--- config.mk ---
export PLATFORM = sky130hd
export DESIGN_NAME = four_channel_counter_timer_unit_flat
export DESIGN_NICKNAME = d
export VERILOG_FILES = /design/src/rtl/ctc_pkg.sv /design/src/rtl/ctc_in_if.sv /design/src/rtl/ctc_out_if.sv /design/src/rtl/four_channel_counter_timer_unit.sv /design/src/flat_wrapper.sv
export SDC_FILE = /design/constraint.sdc
export NUM_CORES = 1
export LEC_CHECK = 0
export BUFFER_PORTS_ARGS = -buffer_cell sky130_fd_sc_hd__clkbuf_2
export CORE_UTILIZATION = 32
export DETAILED_ROUTE_END_ITERATION = 10
export SYNTH_ARGS = -nofsm -noshare
export SYNTH_HDL_FRONTEND = slang
export SYNTH_SLANG_ARGS = --single-unit
--- constraint.sdc ---
create_clock -name clk_i -period 3.5 [get_ports clk_i]
set_input_delay 0 -clock clk_i [delete_from_list [all_inputs] [get_ports clk_i]]
set_output_delay 0 -clock clk_i [all_outputs]
set_load 0.01 [all_outputs]
--- src/rtl/ctc_pkg.sv ---
// ----------------------------------------------------------------------------
// ctc_pkg
// shared types and constants of the four channel counter/timer
// ----------------------------------------------------------------------------
package ctc_pkg;

  localparam int unsigned ChannelsDefault = 4;

  localparam int unsigned OpcodeW  = 3;
  localparam int unsigned ChannelW = 2;
  localparam int unsigned DataW    = 8;
  localparam int unsigned CtrlW    = 7;
  localparam int unsigned PreW     = 9;
  localparam int unsigned PeriodW  = 16;

  // apb side
  localparam int unsigned ApbAddrW = 3;
  localparam int unsigned ApbDataW = 32;

  typedef enum logic [OpcodeW-1:0] {
    OP_WRITE  = 3'd0,
    OP_READ   = 3'd1,
    OP_TICK   = 3'd2,
    OP_TRIG   = 3'd3,
    OP_POLL   = 3'd4,
    OP_RETURN = 3'd5
  } op_e;

  typedef enum logic [0:0] {
    REG_TICK_ENABLE = 1'b0,
    REG_EXT_PERIOD  = 1'b1
  } reg_e;

  typedef enum logic [1:0] {
    IST_IDLE    = 2'd0,
    IST_PENDING = 2'd1,
    IST_SERVING = 2'd2
  } ist_e;

  typedef enum logic [1:0] {
    PSEL_STOP   = 2'd0,
    PSEL_DIV16  = 2'd1,
    PSEL_DIV256 = 2'd2
  } psel_e;

  localparam logic [PreW-1:0] Div16  = 9'd16;
  localparam logic [PreW-1:0] Div256 = 9'd256;

  // bit positions in the stored control field (control word bit minus one)
  localparam int unsigned CbIntEn   = 6;
  localparam int unsigned CbCounter = 5;
  localparam int unsigned CbDiv256  = 4;
  localparam int unsigned CbTcNext  = 1;
  localparam int unsigned CbReset   = 0;

  localparam logic [DataW-1:0] VecBaseMask = 8'b1111_1000;

  typedef struct packed {
    logic [OpcodeW-1:0]  opcode;
    logic [ChannelW-1:0] channel;
    logic [DataW-1:0]    write_data;
  } item_t;

endpackage

--- src/rtl/ctc_in_if.sv ---
// ----------------------------------------------------------------------------
// ctc_in_if
// input channel of the counter/timer: one command word per handshake
// ----------------------------------------------------------------------------
interface ctc_in_if import ctc_pkg::*; ();
  logic                valid;
  logic                ready;
  logic [OpcodeW-1:0]  opcode;
  logic [ChannelW-1:0] channel;
  logic [DataW-1:0]    write_data;

  modport source (output valid, output opcode, output channel, output write_data,
                  input ready);
  modport sink (input valid, input opcode, input channel, input write_data,
                output ready);
endinterface

--- src/rtl/ctc_out_if.sv ---
// ----------------------------------------------------------------------------
// ctc_out_if
// result channel of the counter/timer: one result word per handshake
// ----------------------------------------------------------------------------
interface ctc_out_if import ctc_pkg::*; ();
  logic             valid;
  logic             ready;
  logic [DataW-1:0] read_data;
  logic             irq_taken;
  logic [DataW-1:0] vector;

  modport source (output valid, output read_data, output irq_taken, output vector,
                  input ready);
  modport sink (input valid, input read_data, input irq_taken, input vector,
                output ready);
endinterface

--- src/rtl/four_channel_counter_timer_unit.sv ---
// ----------------------------------------------------------------------------
// four_channel_counter_timer_unit
// counter/timer with per-channel down counters and daisy-chain interrupts
// ----------------------------------------------------------------------------
// One command word is taken per clock while in_i.ready is high. A word is
// captured in an input register, executed by combinational logic that updates
// all channels at once, and its result lands in an output register; the
// throughput is one word per cycle as long as the result side keeps up, and
// the input register lets one more word in while a result waits. Ticks,
// triggers, polls and interrupt returns all run through the same update. The
// APB port sets tick enable (offset 0) and the channel 0 trigger period
// (offset 4) and may be written only while no word is in flight.
module four_channel_counter_timer_unit import ctc_pkg::*; #(
  parameter int unsigned CHANNELS = ChannelsDefault
) (
  input  logic                clk_i,
  input  logic                rst_ni,
  input  logic                psel,
  input  logic                penable,
  input  logic                pwrite,
  input  logic [ApbAddrW-1:0] paddr,
  input  logic [ApbDataW-1:0] pwdata,
  output logic [ApbDataW-1:0] prdata,
  output logic                pready,
  ctc_in_if.sink              in_i,
  ctc_out_if.source           out_o
);

  // configuration
  logic               tick_en_q;
  logic [PeriodW-1:0] period_q;
  logic               cfg_wr;

  // input register
  logic  s1_valid_q;
  item_t s1_q;
  logic  adv;

  // result register
  logic             out_valid_q;
  logic [DataW-1:0] rdata_q, rdata_d;
  logic             taken_q, taken_d;
  logic [DataW-1:0] vector_q, vector_d;

  // channel state
  logic [CtrlW-1:0]   cb_q    [CHANNELS];
  logic [CtrlW-1:0]   cb_d    [CHANNELS];
  logic [DataW-1:0]   tc_q    [CHANNELS];
  logic [DataW-1:0]   tc_d    [CHANNELS];
  logic [DataW-1:0]   down_q  [CHANNELS];
  logic [DataW-1:0]   down_d  [CHANNELS];
  logic [PreW-1:0]    pcnt_q  [CHANNELS];
  logic [PreW-1:0]    pcnt_d  [CHANNELS];
  psel_e              psel_q  [CHANNELS];
  psel_e              psel_d  [CHANNELS];
  ist_e               ist_q   [CHANNELS];
  ist_e               ist_d   [CHANNELS];
  logic [DataW-1:0]   vbase_q [CHANNELS];
  logic [DataW-1:0]   vbase_d [CHANNELS];
  logic [PeriodW-1:0] ext_cnt_q, ext_cnt_d;

  // per-channel helpers
  logic             ch_hit  [CHANNELS];
  logic             fire    [CHANNELS];
  logic [PreW-1:0]  pc_inc  [CHANNELS];
  logic [PreW-1:0]  pc_div  [CHANNELS];
  logic             pre_hit [CHANNELS];
  logic [DataW-1:0] dc_dec  [CHANNELS];
  logic             zero_hit[CHANNELS];

  logic [PeriodW:0] ext_next;
  logic             ext_wrap;
  logic             ext_fire;
  logic             do_tick;
  op_e              op;

  // --------------------------------------------------------------------------
  // apb configuration
  // --------------------------------------------------------------------------
  assign pready = 1'b1;
  assign cfg_wr = psel && penable && pwrite;

  always_ff @(posedge clk_i or negedge rst_ni) begin
    if (!rst_ni) begin
      tick_en_q <= 1'b0;
      period_q  <= '0;
    end else if (cfg_wr) begin
      case (reg_e'(paddr[2]))
        REG_TICK_ENABLE: tick_en_q <= pwdata[0];
        REG_EXT_PERIOD:  period_q  <= pwdata[PeriodW-1:0];
        default: ;
      endcase
    end
  end

  always_comb begin
    case (reg_e'(paddr[2]))
      REG_TICK_ENABLE: prdata = {{(ApbDataW-1){1'b0}}, tick_en_q};
      REG_EXT_PERIOD:  prdata = {{(ApbDataW-PeriodW){1'b0}}, period_q};
      default:         prdata = '0;
    endcase
  end

  // --------------------------------------------------------------------------
  // handshake
  // --------------------------------------------------------------------------
  assign adv        = s1_valid_q && (!out_valid_q || out_o.ready);
  assign in_i.ready = !s1_valid_q || adv;

  always_ff @(posedge clk_i or negedge rst_ni) begin
    if (!rst_ni) begin
      s1_valid_q  <= 1'b0;
      out_valid_q <= 1'b0;
    end else begin
      if (in_i.ready) begin
        s1_valid_q <= in_i.valid;
      end
      if (adv) begin
        out_valid_q <= 1'b1;
      end else if (out_o.ready) begin
        out_valid_q <= 1'b0;
      end
    end
  end

  always_ff @(posedge clk_i) begin
    if (in_i.valid && in_i.ready) begin
      s1_q <= '{opcode: in_i.opcode, channel: in_i.channel, write_data: in_i.write_data};
    end
    if (adv) begin
      rdata_q  <= rdata_d;
      taken_q  <= taken_d;
      vector_q <= vector_d;
    end
  end

  assign out_o.valid     = out_valid_q;
  assign out_o.read_data = rdata_q;
  assign out_o.irq_taken = taken_q;
  assign out_o.vector    = vector_q;

  // --------------------------------------------------------------------------
  // tick and trigger sources
  // --------------------------------------------------------------------------
  assign op       = op_e'(s1_q.opcode);
  assign do_tick  = (op == OP_TICK) && tick_en_q;
  assign ext_next = {1'b0, ext_cnt_q} + {{PeriodW{1'b0}}, 1'b1};
  assign ext_wrap = ext_next >= {1'b0, period_q};
  assign ext_fire = ext_wrap && (period_q != '0);

  always_comb begin
    for (int i = 0; i < CHANNELS; i++) begin
      ch_hit[i]  = 32'(s1_q.channel) == i;
      pc_inc[i]  = pcnt_q[i] + PreW'(1);
      pc_div[i]  = (psel_q[i] == PSEL_DIV256) ? Div256 : Div16;
      pre_hit[i] = (psel_q[i] != PSEL_STOP) && (pc_inc[i] >= pc_div[i]);
      if (op == OP_TRIG) begin
        fire[i] = ch_hit[i];
      end else if (do_tick) begin
        // channel 0 also fires on the ext trigger; an ext wrap masks its prescaler
        fire[i] = pre_hit[i] && !(i == 0 && ext_wrap);
        if (i == 0) begin
          fire[i] = fire[i] || ext_fire;
        end
      end else begin
        fire[i] = 1'b0;
      end
      dc_dec[i]   = down_q[i] - DataW'(1);
      zero_hit[i] = fire[i] && (dc_dec[i] == '0);
    end
  end

  // --------------------------------------------------------------------------
  // next state of all channels
  // --------------------------------------------------------------------------
  always_comb begin
    logic blocked;
    logic found;

    blocked   = 1'b0;
    found     = 1'b0;
    ext_cnt_d = ext_cnt_q;
    rdata_d   = '0;
    taken_d   = 1'b0;
    vector_d  = '0;

    if (do_tick) begin
      ext_cnt_d = ext_wrap ? '0 : ext_next[PeriodW-1:0];
    end

    for (int i = 0; i < CHANNELS; i++) begin
      cb_d[i]    = cb_q[i];
      tc_d[i]    = tc_q[i];
      down_d[i]  = down_q[i];
      pcnt_d[i]  = pcnt_q[i];
      psel_d[i]  = psel_q[i];
      ist_d[i]   = ist_q[i];
      vbase_d[i] = vbase_q[i];

      if (do_tick && psel_q[i] != PSEL_STOP) begin
        pcnt_d[i] = pre_hit[i] ? '0 : pc_inc[i];
      end
      if (fire[i]) begin
        down_d[i] = (dc_dec[i] == '0) ? tc_q[i] : dc_dec[i];
      end

      if (op == OP_WRITE && ch_hit[i]) begin
        if (cb_q[i][CbTcNext]) begin
          cb_d[i][CbTcNext] = 1'b0;
          tc_d[i]           = s1_q.write_data;
          down_d[i]         = s1_q.write_data;
          pcnt_d[i]         = '0;
          if (cb_q[i][CbCounter]) begin
            psel_d[i] = PSEL_STOP;
          end else begin
            psel_d[i] = cb_q[i][CbDiv256] ? PSEL_DIV256 : PSEL_DIV16;
          end
        end else if (s1_q.write_data[0]) begin
          cb_d[i] = s1_q.write_data[DataW-1:1];
          if (s1_q.write_data[CbReset+1]) begin
            psel_d[i] = PSEL_STOP;
          end
        end else begin
          vbase_d[i] = s1_q.write_data & VecBaseMask;
        end
      end

      if (op == OP_READ && ch_hit[i]) begin
        rdata_d = {cb_q[i], 1'b0};
      end

      // daisy chain: a reload may raise a request only if every channel numbered at
      // or below it is idle, lowest numbered reload wins
      blocked = blocked || (ist_q[i] != IST_IDLE);
      if (zero_hit[i] && cb_q[i][CbIntEn] && !blocked) begin
        ist_d[i] = IST_PENDING;
        blocked  = 1'b1;
      end

      if (op == OP_POLL && !found && ist_q[i] != IST_IDLE) begin
        found = 1'b1;
        if (ist_q[i] == IST_PENDING) begin
          ist_d[i] = IST_SERVING;
          taken_d  = 1'b1;
        end
      end

      if (op == OP_RETURN && !found && ist_q[i] == IST_SERVING) begin
        found    = 1'b1;
        ist_d[i] = IST_IDLE;
      end
    end

    // vector of the highest priority channel in service, after this word
    for (int i = CHANNELS - 1; i >= 0; i--) begin
      if (ist_d[i] == IST_SERVING) begin
        vector_d = vbase_d[i] + DataW'(2 * i);
      end
    end
  end

  always_ff @(posedge clk_i or negedge rst_ni) begin
    if (!rst_ni) begin
      cb_q      <= '{default: '0};
      tc_q      <= '{default: '0};
      down_q    <= '{default: '0};
      pcnt_q    <= '{default: '0};
      psel_q    <= '{default: PSEL_STOP};
      ist_q     <= '{default: IST_IDLE};
      vbase_q   <= '{default: '0};
      ext_cnt_q <= '0;
    end else if (adv) begin
      cb_q      <= cb_d;
      tc_q      <= tc_d;
      down_q    <= down_d;
      pcnt_q    <= pcnt_d;
      psel_q    <= psel_d;
      ist_q     <= ist_d;
      vbase_q   <= vbase_d;
      ext_cnt_q <= ext_cnt_d;
    end
  end

endmodule
--- src/flat_wrapper.sv ---
// flat-port wrapper written by rule: the top's interface ports become plain ports
module four_channel_counter_timer_unit_flat import ctc_pkg::*;
#(
  parameter int unsigned CHANNELS = ChannelsDefault
)
  (clk_i, rst_ni, psel, penable, pwrite, paddr, pwdata, prdata, pready, in_i_valid, in_i_opcode, in_i_channel, in_i_write_data, in_i_ready, out_o_valid, out_o_read_data, out_o_irq_taken, out_o_vector, out_o_ready);
  ctc_in_if in_i_i ();
  ctc_out_if out_o_i ();
  input  logic clk_i;
  input  logic rst_ni;
  input  logic psel;
  input  logic penable;
  input  logic pwrite;
  input  logic [ApbAddrW-1:0] paddr;
  input  logic [ApbDataW-1:0] pwdata;
  output logic [ApbDataW-1:0] prdata;
  output logic pready;
  input wire logic [$bits(in_i_i.valid)-1:0] in_i_valid;
  input wire logic [$bits(in_i_i.opcode)-1:0] in_i_opcode;
  input wire logic [$bits(in_i_i.channel)-1:0] in_i_channel;
  input wire logic [$bits(in_i_i.write_data)-1:0] in_i_write_data;
  output wire logic [$bits(in_i_i.ready)-1:0] in_i_ready;
  output wire logic [$bits(out_o_i.valid)-1:0] out_o_valid;
  output wire logic [$bits(out_o_i.read_data)-1:0] out_o_read_data;
  output wire logic [$bits(out_o_i.irq_taken)-1:0] out_o_irq_taken;
  output wire logic [$bits(out_o_i.vector)-1:0] out_o_vector;
  input wire logic [$bits(out_o_i.ready)-1:0] out_o_ready;
  assign in_i_i.valid = in_i_valid;
  assign in_i_i.opcode = in_i_opcode;
  assign in_i_i.channel = in_i_channel;
  assign in_i_i.write_data = in_i_write_data;
  assign in_i_ready = in_i_i.ready;
  assign out_o_valid = out_o_i.valid;
  assign out_o_read_data = out_o_i.read_data;
  assign out_o_irq_taken = out_o_i.irq_taken;
  assign out_o_vector = out_o_i.vector;
  assign out_o_i.ready = out_o_ready;
  four_channel_counter_timer_unit #(.CHANNELS(CHANNELS)) u_core (.clk_i(clk_i), .rst_ni(rst_ni), .psel(psel), .penable(penable), .pwrite(pwrite), .paddr(paddr), .pwdata(pwdata), .prdata(prdata), .pready(pready), .in_i(in_i_i), .out_o(out_o_i));
endmodule
==> summary.md <==
| Metric | Value |
|---|---|
| Largest net degree at the start of global routing | 92 |
| YS warnings | 0 |
| GRT Util Overall | 17.5% |
| Max clock buf depth | 3 |
| R2R Path Start | u_core.ext_cnt_q[2] |
| H-tree levels | 1 |
| Fill cell count | 4314 |
| Ratio of cells with drive above 1 in the final layout | 17.6% |
| Global-route wire length before repair | 63400 um |
| Async SR Flop Fraction | 87.9% |
| Reg-to-reg slack, setup | 0.24 ns |
| Finished Layout Cells | 2240 |
| Post-synthesis xor/xnor area fraction | 3.02% |
| Rows | 76 |
| Clk slew on worst S/H paths | 0.06 ns |
| Setup tns final | 0 ns |
| Maximum clock rate | 307 MHz |
| Critical path type | flop to flop |
| Dominant synthesized flop cell | dfrtp_1 |
| Die Wd | 213 um |
| Setup crit end kind | flop |
| Inst Count DP | 2153 |
| Mux contribution to synthesized area | 8.04% |
| Initial antenna violation count | 0 |
| Via count of the first global-routing pass | 11700 |
| Core box area | 43500 um2 |
| Synth area leader | dfrtp_1 |
| Min-delay worst type | primary input to async pin |
| Nets | 1732 |
| Footprint of the multi-input gates | 7590 um2 |
| Area Overhead vs Synth | 18.0% |
| Final Cycle Share | 93.1% |
| Diode count | 0 |
| Root buf cell | clkbuf_16 |
| Highest fanout seen on the critical path | 6 |
| Total global routing overflow | 0 |
| Synth Area in Compound Gates | 16.4% |
| I/O Buffers | 70 |
| Max-slew violations | 0 |
| Antenna viol nets, final | 0 |
| Synthesized area | 14200 um2 |
| Worst skew pair latency | 0.57 ns |
| Critical Path AT | 3.75 ns |
| Cells on worst reg2reg path | 14 |
| Top Ports | 107 |
| Min Tclk post-route | 3.26 ns |
| Clock Skews | 0.0253 ns |
| Synth Area in Adders | 3.78% |
| Final hold vios | 0 |
| Cells after Synth | 1524 |
| Startpoint Class | flop |
| Hpwl dp | 27000 um |
| Post-DR wirelength/cell | 17.4 um |
| Sink Count | 240 |
| Number of synthesized flops with an enable pin | 29 |
| Floorplan die height | 213 um |
| Drt pass-1 iters | 5 |
| Synth cell types | 80 |
| RSZ-0062 raised after global routing | false |
| Syn_area_per_cell | 9.34 um2 |
| Top cells by area, synth | dfrtp_1 (37%), edfxtp_1 (6.1%), mux2_2 (6.0%) |
| Final setup fails | 0 |
| 1st-iter DRT viols | 849 |
| Total of max-cap violations | 0 |
| Worst Tran Pin Value | 1.03 ns |
| CTS buffer count | 28 |
| Yosys top cell area share | 37.1% |
| Routed wire length | 39100 um |
| Lkg Pwr | 7.45 nW |
| Die area | 45300 um2 |
| Slew Limit Headroom | 31.3% |
| Via/cell ratio | 5.41 |
| Drt drc | 0 |
| CTS tree | built |
| Maximum VDD drop | 371 uV |
| DR vias | 12100 |
| Yosys reg bits | 240 |
| Pwr dens | 480 nW/um2 |
| Seq. cell area | 6150 um2 |
| Status | finished, final reports clean |
| Crit Reg-Reg Endpoint | u_core.ist_q[6] |
| Seq/Total Area, Yosys | 43.2% |
| Initial Utilization | 32.8% |
| Largest family of logic cells by synthesized area | simple AND/OR/NAND/NOR gates |
| Simple logic cell fraction of the synthesized area | 21.2% |
| GPL Wtd Cong | 0.887 |
| Critical Path RT | 3.99 ns |
## layout make-up
| class | count | area share, % |
|---|---|---|
| multi-input cells | 1158 | 45.2 |
| flip-flops and latches | 240 | 36.6 |
| repair buffers | 161 | 6.80 |
| clock buffers | 39 | 4.84 |
| well taps | 585 | 4.36 |
| clock inverters | 12 | 1.15 |
| inverters | 45 | 1.01 |
## flip-flops by register name (all words and copies together) (netlist names), 10 cells and up
signal            flops
u_core.down_q        32
u_core.s1_q          10
u_core.tc_q          32
u_core.period_q      16
u_core.pcnt_q        36
u_core.cb_q          28
u_core.ext_cnt_q     16
u_core.vbase_q       32
## layer usage
metal	GRT usage [%]	vias up	wire length, um
met5	0	-	0
met4	4.44	0	813
met3	3.12	58	2510
met2	26.6	396	17000
met1	25.5	5933	18800
li1	-	5729	-
## cells in the mapped netlist, types with 25 or more instances
cell type	instances
o21ai_0	76
nor2_1	85
nand2_1	228
dfrtp_1	211
clkbuf_1	71
mux2_2	76
a21oi_1	65
edfxtp_1	29
xor2_1	25
nor3_1	32
nand3_1	64
and2_1	44
inv_1	45
ha_1	43
and3_1	25
## worst max-delay path: stages (launching register included)
cell and delay (ns):
dfrtp_1 0.35, nand3_1 0.13, nor2_2 0.15, and3_1 0.19, and3_2 0.25, nand3_1 0.15
xnor2_1 0.17, ha_1 0.32, nand3_2 0.10, nor3_4 0.05, a221oi_2 0.32, nand2_2 0.14
a211o_1 0.32, or4_1 0.40, mux2i_1 0.14
## worst max-delay path by stage
stage,from,end,slack (ns),cells past startpoint
after floorplan,u_core.ext_cnt_q[2],u_core.down_q[28],0.02,17
after detailed placement,u_core.ext_cnt_q[4],u_core.down_q[29],0.03,14
final,u_core.ext_cnt_q[2],u_core.ist_q[6],0.24,14
after CTS,u_core.ext_cnt_q[4],u_core.ist_q[6],0.02,15
after global routing,u_core.ext_cnt_q[0],u_core.ist_q[6],0.01,13
after global placement,u_core.ext_cnt_q[4],u_core.down_q[31],0.11,14
## where the power goes
part	internal, mW	total, mW	switching, mW
logic	0.640	1.42	0.779
registers	3.10	3.45	0.351
clock network	1.98	3.18	1.20
total	5.72	8.05	2.33
## logic make-up after synthesis
| group | Yosys count |
|---|---|
| flops | 240 |
| simple gates | 610 |
| other cells | 2 |
| xor+xnor | 49 |
| mux | 96 |
| fa+ha+maj | 43 |
| buf+inv | 142 |
| compound gates | 342 |
## cells in the final DEF, fill, tap and decap left out, types with 18 or more instances in the layout
| cell | Yosys | layout |
|---|---|---|
| nand2_1 | 228 | 226 |
| dfrtp_1 | 211 | 210 |
| nor2_1 | 85 | 84 |
| mux2_2 | 76 | 76 |
| o21ai_0 | 76 | 74 |
| clkbuf_2 | 0 | 69 |
| a21oi_1 | 65 | 65 |
| nand3_1 | 64 | 63 |
| buf_4 | 18 | 56 |
| inv_1 | 45 | 44 |
| and2_1 | 44 | 44 |
| ha_1 | 43 | 43 |
| dlygate4sd3_1 | 0 | 34 |
| nor3_1 | 32 | 30 |
| clkbuf_16 | 0 | 29 |
| edfxtp_1 | 29 | 29 |
| xor2_1 | 25 | 25 |
| and3_1 | 25 | 24 |
| xnor2_1 | 24 | 24 |
| o31ai_1 | 24 | 24 |
| nand2b_1 | 20 | 20 |
| o211ai_1 | 20 | 20 |
| a22o_1 | 18 | 18 |
| conb_1 | 2 | 18 |
## through the flow
stage / worst slack (ns) / total power [mW] / cell area [um2] / util [%] / hold slack [ns]
2_1_floorplan: 0.0227 / 4.38 / 14300 / - / -0.296
3_3_place_gp: 0.109 / 4.81 / 15400 / 35.4 / 0.0757
3_5_place_dp: 0.0318 / 4.86 / 15400 / 35.4 / 0.0876
4_1_cts: 0.0218 / 8.11 / 16700 / 38.5 / 0.118
5_1_grt: 0.0145 / 8.45 / 16800 / 38.6 / 0.148
6_report: 0.242 / 8.05 / 16800 / 38.6 / 0.0843
## what timing repair did
| item | CTS | global route |
|---|---|---|
| setup buffers | 0 | 2 |
| pin swaps | 0 | 3 |
| endpoints found under the setup margin | 1 | 28 |
| gates resized for setup | 1 | 14 |
| hold buffers | 34 | 0 |
| hold endpoints to repair | 120 | 0 |
Note: power is estimated with default switching activity, not from simulation.
